File: src/sse_pkg.sv
// Shared types, constants and prefix lookup for the SSE event framer.
// Used by sse_front, sse_fifo, sse_back, the top level and the checker.
// No dependencies.
`timescale 1ns / 1ps

package sse_pkg;

  // Field kinds carried on in_req_type
  localparam logic [1:0] REQ_EVENT   = 2'd0;
  localparam logic [1:0] REQ_DATA    = 2'd1;
  localparam logic [1:0] REQ_COMMENT = 2'd2;

  // Line break bytes
  localparam logic [7:0] CH_CR = 8'h0D;
  localparam logic [7:0] CH_LF = 8'h0A;

  // Step index width: one request expands to at most 15 bytes
  localparam int unsigned STEP_W = 4;

  // Default depth of the request queue between front and back
  localparam int unsigned QUEUE_DEPTH_DEF = 4;

  // Line prefix selector
  typedef enum logic [1:0] {
    PFX_NONE,
    PFX_EVENT,
    PFX_DATA,
    PFX_COMM
  } pfx_t;

  // Line terminator selector
  typedef enum logic [1:0] {
    TERM_NONE,
    TERM_LF,
    TERM_BLANK
  } term_t;

  // Classified request handed from front to back
  typedef struct packed {
    pfx_t       pfx;
    logic       has_byte;
    logic [7:0] data_byte;
    logic       nl_break;
    term_t      term;
  } cmd_t;

  // Prefix length in bytes
  function automatic logic [STEP_W-1:0] pfx_len(input pfx_t p);
    logic [STEP_W-1:0] n;
    case (p)
      PFX_EVENT: n = STEP_W'(7);
      PFX_DATA:  n = STEP_W'(6);
      PFX_COMM:  n = STEP_W'(2);
      default:   n = '0;
    endcase
    return n;
  endfunction

  // Byte at position i of a prefix
  function automatic logic [7:0] pfx_byte(input pfx_t p, input logic [2:0] i);
    logic [7:0] b;
    b = 8'h20;
    case (p)
      PFX_EVENT: begin
        case (i)
          3'd0:    b = 8'h65;  // e
          3'd1:    b = 8'h76;  // v
          3'd2:    b = 8'h65;  // e
          3'd3:    b = 8'h6E;  // n
          3'd4:    b = 8'h74;  // t
          3'd5:    b = 8'h3A;  // :
          default: b = 8'h20;
        endcase
      end
      PFX_DATA: begin
        case (i)
          3'd0:    b = 8'h64;  // d
          3'd1:    b = 8'h61;  // a
          3'd2:    b = 8'h74;  // t
          3'd3:    b = 8'h61;  // a
          3'd4:    b = 8'h3A;  // :
          default: b = 8'h20;
        endcase
      end
      PFX_COMM: begin
        case (i)
          3'd0:    b = 8'h3A;  // :
          default: b = 8'h20;
        endcase
      end
      default: b = 8'h20;
    endcase
    return b;
  endfunction

endpackage

File: src/sse_event_framer.sv
// Top level of the SSE event framer: classifier, command queue and byte
// sequencer. Depends on sse_pkg, sse_front, sse_fifo and sse_back.
`timescale 1ns / 1ps

// Byte-serial Server-Sent Events framer. Each input request is one content
// byte tagged as event name, data or comment, with first, last and empty
// marks; the block emits the framed wire bytes ("event: ", "data: ", ": "
// prefixes, line breaks mapped to LF plus a fresh "data: ", LF LF closing
// a data event or comment). The front classifies a request in the cycle it
// is pushed, so a request is taken every cycle while the command queue
// (QUEUE_DEPTH entries) has room. The back sequencer emits one output byte
// per cycle while results are popped, so a request that expands to n bytes
// (1 to 15) holds the sequencer until all n are emitted; sustained input rate
// is one request per cycle for plain content bytes while results are popped.
// With the queue and output register idle, an accepted request is written
// into the command queue and its first byte is then loaded into the output register.
module sse_event_framer #(
  parameter int unsigned QUEUE_DEPTH = sse_pkg::QUEUE_DEPTH_DEF
) (
  input  logic       clk,
  input  logic       rst_n,
  input  logic       in_push,
  output logic       in_full,
  input  logic [1:0] in_req_type,
  input  logic [7:0] in_byte,
  input  logic       in_first_byte,
  input  logic       in_last_byte,
  input  logic       in_empty_field,
  output logic       out_empty,
  input  logic       out_pop,
  output logic [7:0] out_byte,
  output logic       out_run_last,
  output logic       out_frame_end
);
  import sse_pkg::*;

  cmd_t push_cmd;
  cmd_t head_cmd;
  logic q_push;
  logic q_full;
  logic q_pop;
  logic q_empty;

  // Classify incoming requests
  sse_front u_front (
    .clk            (clk),
    .rst_n          (rst_n),
    .in_push        (in_push),
    .in_full        (in_full),
    .in_req_type    (in_req_type),
    .in_byte        (in_byte),
    .in_first_byte  (in_first_byte),
    .in_last_byte   (in_last_byte),
    .in_empty_field (in_empty_field),
    .q_push         (q_push),
    .q_cmd          (push_cmd),
    .q_full         (q_full)
  );

  // Buffer classified commands
  sse_fifo #(
    .DEPTH (QUEUE_DEPTH)
  ) u_fifo (
    .clk      (clk),
    .rst_n    (rst_n),
    .push     (q_push),
    .push_cmd (push_cmd),
    .full     (q_full),
    .pop      (q_pop),
    .head_cmd (head_cmd),
    .empty    (q_empty)
  );

  // Expand commands into wire bytes
  sse_back u_back (
    .clk           (clk),
    .rst_n         (rst_n),
    .q_cmd         (head_cmd),
    .q_empty       (q_empty),
    .q_pop         (q_pop),
    .out_empty     (out_empty),
    .out_pop       (out_pop),
    .out_byte      (out_byte),
    .out_run_last  (out_run_last),
    .out_frame_end (out_frame_end)
  );

endmodule

File: src/sse_front.sv
// Front end: accepts input requests, classifies them into framing commands
// and keeps the CR-seen flag for data fields. Depends on sse_pkg.
`timescale 1ns / 1ps

module sse_front (
  input  logic              clk,
  input  logic              rst_n,
  input  logic              in_push,
  output logic              in_full,
  input  logic [1:0]        in_req_type,
  input  logic [7:0]        in_byte,
  input  logic              in_first_byte,
  input  logic              in_last_byte,
  input  logic              in_empty_field,
  output logic              q_push,
  output sse_pkg::cmd_t     q_cmd,
  input  logic              q_full
);
  import sse_pkg::*;

  logic cr_seen_r;
  logic cr_seen_nxt;
  logic accept;
  logic is_nl;
  logic prev_cr;
  logic cmd_live;

  assign in_full = q_full;
  assign accept  = in_push && !q_full;
  assign is_nl   = (in_byte == CH_CR) || (in_byte == CH_LF);
  assign prev_cr = in_first_byte ? 1'b0 : cr_seen_r;

  // Classify the request into prefix, body byte, break and terminator
  always_comb begin
    q_cmd           = '0;
    q_cmd.pfx       = PFX_NONE;
    q_cmd.term      = TERM_NONE;
    q_cmd.data_byte = in_byte;
    cr_seen_nxt     = cr_seen_r;
    case (in_req_type)
      REQ_EVENT: begin
        if (!in_empty_field) begin
          q_cmd.pfx      = in_first_byte ? PFX_EVENT : PFX_NONE;
          q_cmd.has_byte = !is_nl;
          q_cmd.term     = in_last_byte ? TERM_LF : TERM_NONE;
        end
      end
      REQ_DATA: begin
        if (in_empty_field) begin
          q_cmd.pfx   = PFX_DATA;
          q_cmd.term  = TERM_BLANK;
          cr_seen_nxt = 1'b0;
        end else begin
          q_cmd.pfx = in_first_byte ? PFX_DATA : PFX_NONE;
          if (in_byte == CH_CR) begin
            q_cmd.nl_break = 1'b1;
            cr_seen_nxt    = 1'b1;
          end else if (in_byte == CH_LF) begin
            q_cmd.nl_break = !prev_cr;
            cr_seen_nxt    = 1'b0;
          end else begin
            q_cmd.has_byte = 1'b1;
            cr_seen_nxt    = 1'b0;
          end
          if (in_last_byte) begin
            q_cmd.term  = TERM_BLANK;
            cr_seen_nxt = 1'b0;
          end
        end
      end
      REQ_COMMENT: begin
        if (in_empty_field) begin
          q_cmd.pfx  = PFX_COMM;
          q_cmd.term = TERM_BLANK;
        end else begin
          q_cmd.pfx      = in_first_byte ? PFX_COMM : PFX_NONE;
          q_cmd.has_byte = !is_nl;
          q_cmd.term     = in_last_byte ? TERM_BLANK : TERM_NONE;
        end
      end
      default: begin
      end
    endcase
  end

  // Drop requests that expand to no bytes at all
  assign cmd_live = (q_cmd.pfx != PFX_NONE) || q_cmd.has_byte || q_cmd.nl_break ||
                    (q_cmd.term != TERM_NONE);
  assign q_push   = accept && cmd_live;

  // Update CR-seen on every accepted request
  always_ff @(posedge clk) begin
    if (!rst_n) begin
      cr_seen_r <= 1'b0;
    end else if (accept) begin
      cr_seen_r <= cr_seen_nxt;
    end
  end

endmodule

File: src/sse_fifo.sv
// Short command queue that decouples the classifier from the byte sequencer.
// Depends on sse_pkg for the command type.
`timescale 1ns / 1ps

module sse_fifo #(
  parameter int unsigned DEPTH = sse_pkg::QUEUE_DEPTH_DEF
) (
  input  logic              clk,
  input  logic              rst_n,
  input  logic              push,
  input  sse_pkg::cmd_t     push_cmd,
  output logic              full,
  input  logic              pop,
  output sse_pkg::cmd_t     head_cmd,
  output logic              empty
);
  import sse_pkg::*;

  localparam int unsigned PTR_W = (DEPTH > 1) ? $clog2(DEPTH) : 1;
  localparam int unsigned CNT_W = $clog2(DEPTH + 1);
  localparam logic [PTR_W-1:0] LAST_PTR = PTR_W'(DEPTH - 1);

  cmd_t             mem [DEPTH];
  logic [PTR_W-1:0] wr_ptr_r;
  logic [PTR_W-1:0] rd_ptr_r;
  logic [CNT_W-1:0] count_r;
  logic             do_push;
  logic             do_pop;

  assign full     = (count_r == CNT_W'(DEPTH));
  assign empty    = (count_r == '0);
  assign do_push  = push && !full;
  assign do_pop   = pop && !empty;
  assign head_cmd = mem[rd_ptr_r];

  // Write the incoming command
  always_ff @(posedge clk) begin
    if (do_push) begin
      mem[wr_ptr_r] <= push_cmd;
    end
  end

  // Advance pointers and fill count
  always_ff @(posedge clk) begin
    if (!rst_n) begin
      wr_ptr_r <= '0;
      rd_ptr_r <= '0;
      count_r  <= '0;
    end else begin
      if (do_push) begin
        wr_ptr_r <= (wr_ptr_r == LAST_PTR) ? '0 : wr_ptr_r + 1'b1;
      end
      if (do_pop) begin
        rd_ptr_r <= (rd_ptr_r == LAST_PTR) ? '0 : rd_ptr_r + 1'b1;
      end
      if (do_push && !do_pop) begin
        count_r <= count_r + 1'b1;
      end else if (do_pop && !do_push) begin
        count_r <= count_r - 1'b1;
      end
    end
  end

endmodule

File: src/sse_back.sv
// Back end: walks each queued command one output byte per cycle unless the
// output stalls, holding the result in an output register. Depends on sse_pkg.
`timescale 1ns / 1ps

module sse_back (
  input  logic              clk,
  input  logic              rst_n,
  input  sse_pkg::cmd_t     q_cmd,
  input  logic              q_empty,
  output logic              q_pop,
  output logic              out_empty,
  input  logic              out_pop,
  output logic [7:0]        out_byte,
  output logic              out_run_last,
  output logic              out_frame_end
);
  import sse_pkg::*;

  logic [STEP_W-1:0] step_r;
  logic              out_valid_r;
  logic [7:0]        out_byte_r;
  logic              run_last_r;
  logic              frame_end_r;

  logic [STEP_W-1:0] end_pfx;
  logic [STEP_W-1:0] end_body;
  logic [STEP_W-1:0] end_break;
  logic [STEP_W-1:0] total;
  logic [STEP_W-1:0] brk_off;
  logic              last_step;
  logic              advance;
  logic              take;
  logic [7:0]        byte_nxt;
  logic              frame_end_nxt;

  // Section boundaries of the expanded byte run
  always_comb begin
    end_pfx   = pfx_len(q_cmd.pfx);
    end_body  = end_pfx + STEP_W'(q_cmd.has_byte);
    end_break = end_body + (q_cmd.nl_break ? STEP_W'(7) : '0);
    case (q_cmd.term)
      TERM_LF:    total = end_break + STEP_W'(1);
      TERM_BLANK: total = end_break + STEP_W'(2);
      default:    total = end_break;
    endcase
    brk_off   = step_r - end_body;
    last_step = (step_r == total - STEP_W'(1));
  end

  // Select the byte at the current step
  always_comb begin
    frame_end_nxt = 1'b0;
    if (step_r < end_pfx) begin
      byte_nxt = pfx_byte(q_cmd.pfx, step_r[2:0]);
    end else if (step_r < end_body) begin
      byte_nxt = q_cmd.data_byte;
    end else if (step_r < end_break) begin
      byte_nxt = (brk_off == '0) ? CH_LF : pfx_byte(PFX_DATA, 3'(brk_off - STEP_W'(1)));
    end else begin
      byte_nxt      = CH_LF;
      frame_end_nxt = (q_cmd.term == TERM_BLANK) && last_step;
    end
  end

  assign advance   = !out_valid_r || out_pop;
  assign take      = advance && !q_empty;
  assign q_pop     = take && last_step;
  assign out_empty = !out_valid_r;

  // Advance the step counter and output valid
  always_ff @(posedge clk) begin
    if (!rst_n) begin
      out_valid_r <= 1'b0;
      step_r      <= '0;
    end else if (advance) begin
      out_valid_r <= !q_empty;
      if (take) begin
        step_r <= last_step ? '0 : step_r + STEP_W'(1);
      end
    end
  end

  // Load the output byte register
  always_ff @(posedge clk) begin
    if (take) begin
      out_byte_r  <= byte_nxt;
      run_last_r  <= last_step;
      frame_end_r <= frame_end_nxt;
    end
  end

  assign out_byte      = out_byte_r;
  assign out_run_last  = run_last_r;
  assign out_frame_end = frame_end_r;

endmodule

File: config.mk
export PLATFORM = sky130hd
export DESIGN_NAME = sse_event_framer
export DESIGN_NICKNAME = d
export VERILOG_FILES = /design/src/sse_pkg.sv /design/src/sse_event_framer.sv /design/src/sse_front.sv /design/src/sse_fifo.sv /design/src/sse_back.sv
export SDC_FILE = /design/constraint.sdc
export NUM_CORES = 1
export LEC_CHECK = 0
export BUFFER_PORTS_ARGS = -buffer_cell sky130_fd_sc_hd__clkbuf_2
export CAP_MARGIN = 25
export CORE_MARGIN = 3
export CORE_UTILIZATION = 45
export DETAILED_ROUTE_END_ITERATION = 16
export PLACE_DENSITY_LB_ADDON = 0.15
export SYNTH_ARGS = -nofsm -noshare
export SYNTH_HDL_FRONTEND = slang
export SYNTH_SLANG_ARGS = --single-unit
File: constraint.sdc
create_clock -name clk -period 8.1 [get_ports clk]
set_input_delay 1.215 -clock clk [delete_from_list [all_inputs] [get_ports clk]]
set_output_delay 1.215 -clock clk [all_outputs]
set_load 0.05 [all_outputs]
==> key figures <==
Timing
  – Max Freq: 171 MHz
  – Clock Skews: 0.0110 ns
  – Final hold vios: 0
  – Hold WS: 0.503 ns
  – Final setup vio count: 0
  – Min cycle time layout: 5.84 ns
  – RSZ-0062 raised after global routing: no
  – Slew Limit Headroom: 50.9%
  – Final setup TNS: 0 ns
  – Final Max Slew Viols: 0
  – Slew @ Worst Pin: 0.736 ns
  – Setup WS post-layout: between 2 and 2.5 ns
  – Tcrit/Tclk final: 72.1%

Setup path
  – CP Class: reg -> reg
  – Crit end category: flip-flop
  – CP required: 8.37 ns
  – CP Data Arrival Time: 6.11 ns
  – Critical path launch point type: flip-flop
  – CP max FO: 14

Finish
  – Post-route insts no fill: approximately 510
  – Layout area overhead: 12.0%
  – Fill cell count: 816
  – Utilization after layout: 52.1%
  – Share of cells above drive strength 1: 17.2%
  – Nets: 430
  – Final Cell Area: 0.00483 sq mm
  – Diode count: 0

Floorplanning
  – Chip width: 104 microns
  – Core area: 0.00928 sq mm
  – Initial core utilization: between 40 and 50%
  – Die footprint: 0.0108 sq mm
  – Num rows: 35
  – # IOs: 29
  – Die height: 104 microns

Route
  – Vias: 2,716
  – Detailed-route DRC error count: 0
  – Routed length per instance: 16.0 microns
  – Post-route ant nets: 0
  – Starting DRT DRC Count: 100
  – Drt pass-1 iters: 4
  – WL final: 8130 microns
  – DR vias/cell: 5.36

Placement
  – Placer Congestion: 0.851
  – Post-placement cell count: 491
  – Input/output buffers: 28
  – Detail Placement HPWL: 5860 microns
  – Post-Place Setup Slack: ~2.2 ns
  – Placed cell area: approximately 0.0046 sq mm

GRT
  – Initial antenna violation count: 0
  – Largest net degree at the start of global routing: 19
  – Vias in the first global route: 2,733
  – Total gr overflow: 0
  – Global-route wire length before repair: 13,500 microns
  – GR Util All Layers: 15.9%

Run
  – Maxcap violations: 0

Clock tree
  – H-tree levels: 3
  – Hold_buf cts: 0
  – CTS Buffer Depth: 2
  – Clk root buf: clkbuf_8
  – CTS tree: built
  – Clock transition at the registers of the reported paths: 0.08 ns
  – Post-CTS Resized: 0
  – Clk_lat worst skew: between 0.3 and 0.4 ns
  – Clk sink count: 81
  – Post-CTS Setup Inserts: 0
  – Cts bufs inserted: 9

Logic synthesis
  – Mapped Nets: 397
  – Register bit count reported by yosys: approximately 80
  – Warning count from the yosys run: 0
  – Xor and xnor area share after synthesis: 2.84%
  – Main synth FF type: edfxtp_1
  – Synth Instances: 340
  – Area of the mapped netlist: 0.00432 sq mm
  – Post-synth EDFFs: 66
  – Top cell type by total area after synthesis: edfxtp_1
  – Largest family of logic cells by synthesized area: adder cells
  – Post-synthesis mux area share: 8.70%
  – Synth async-reset ratio: 0%
  – Seq/Total Area, Yosys: 52.9%
  – Syn Area/Cell: 12.7 sq um
  – Cells taking the most area after synthesis: edfxtp_1 46%, ha_1 11%, mux4_2 7.3%
  – Post-synth top area share: 45.9%
  – Yosys cell types: 54
  – Post-synthesis simple-gate area fraction: 11.7%
  – Compound-cell area share of the yosys netlist: 8.50%
  – Adder-cell share of the synthesized area: 12.1%

Power and ir drop
  – PwrDens: 355 mW/mm^2
  – Peak supply drop: 0.124 mV
  – Total power after layout: between 1.5 and 2 mW
  – Leak pwr: 1.91 nW

Outcome
  – Status: completed

Hold path
  – Min-Delay Path Class: reg -> reg
[cells in the final DEF, fill, tap and decap left out, types with 7 or more instances in the layout]
| cell type | n |
|---|---|
| xor2_1 | 7 |
| nor2b_1 | 9 |
| clkbuf_2 | 28 |
| nand2_1 | 20 |
| ha_1 | 37 |
| nand3_1 | 12 |
| a21oi_1 | 9 |
| clkbuf_8 | 9 |
| nor2_1 | 13 |
| nor3_1 | 7 |
| mux4_2 | 14 |
| inv_1 | 28 |
| and2_1 | 7 |
| xnor2_1 | 7 |
| dfxtp_1 | 15 |
| edfxtp_1 | 66 |
| o21ai_0 | 11 |
[metal layers]
layer / vias up / GRT usage (%) / share of wire (%)
li1: 1327 / - / -
met1: 1332 / 20.5 / 46
met2: 47 / 26.9 / 50
met3: 10 / 2.86 / 2.9
met4: 0 / 5.79 / 1.3
met5: - / 0 / 0
[Yosys cell counts, types with 9 or more instances]
| cell type | count |
|---|---|
| edfxtp_1 | 66 |
| ha_1 | 37 |
| inv_1 | 28 |
| nand2_1 | 20 |
| dfxtp_1 | 15 |
| mux4_2 | 14 |
| nor2_1 | 13 |
| nand3_1 | 12 |
| o21ai_0 | 11 |
| a21oi_1 | 9 |
| nor2b_1 | 9 |
[logic make-up (layout without fill, tap and decap cells)]
group           after synthesis  count (layout)
mux                          20              20
buf+inv                      37              75
fa+ha+maj                    40              40
xor+xnor                     14              14
compound gates               53              53
simple gates                 95              95
flops                        81              81
[path summary, 6_finish.rpt]
kind,slack [ns],from,cells after the start,end
max reg2reg,2.26,flip-flop,19,u_fifo.count_r[2]
max,2.26,flip-flop,19,u_fifo.count_r[2]
min reg2reg,0.50,u_back.out_valid_r,2,u_back.out_valid_r
min,0.50,u_back.out_valid_r,2,u_back.out_valid_r
[sequential cells by signal (all words and copies together) (netlist names), named ones only]
signal                cells
u_back.step_r             4
u_back.out_run_last       1
u_fifo.mem               56
u_fifo.rd_ptr_r           2
u_fifo.wr_ptr_r           2
u_fifo.count_r            3
u_front.cr_seen_r         1
u_back.out_frame_end      1
u_back.out_byte           8
u_back.out_valid_r        1
[worst max-delay path: stages, from the launching register on]
cell and delay, ns:
dfxtp_1 0.77, mux4_2 0.44, inv_1 0.10, ha_1 0.34
ha_1 0.31, ha_1 0.21, fa_1 0.59, ha_1 0.26
and2_1 0.15, o31ai_1 0.32, ha_1 0.31, xnor2_1 0.13
or3_1 0.38, a2111o_1 0.37, ha_1 0.26, inv_1 0.08
fa_1 0.18, xor2_1 0.08, or3_1 0.30, a21boi_0 0.19
[power by group]
group | internal (mW) | switching (mW)
Combinational | 0.311 | 0.498
Sequential | 0.531 | 0.0341
Clock | 0.181 | 0.158
[area by class of cell]
type | count | area, sq um | area share, %
clock buffers | 9 | 124 | 2.56
clock inverters | 7 | 109 | 2.25
inverters | 29 | 109 | 2.25
multi-input cells | 222 | 1890 | 39.2
flip-flops and latches | 81 | 2280 | 47.2
well taps | 129 | 161 | 3.34
repair buffers | 30 | 155 | 3.21
Note: power is estimated with default switching activity, not from simulation.
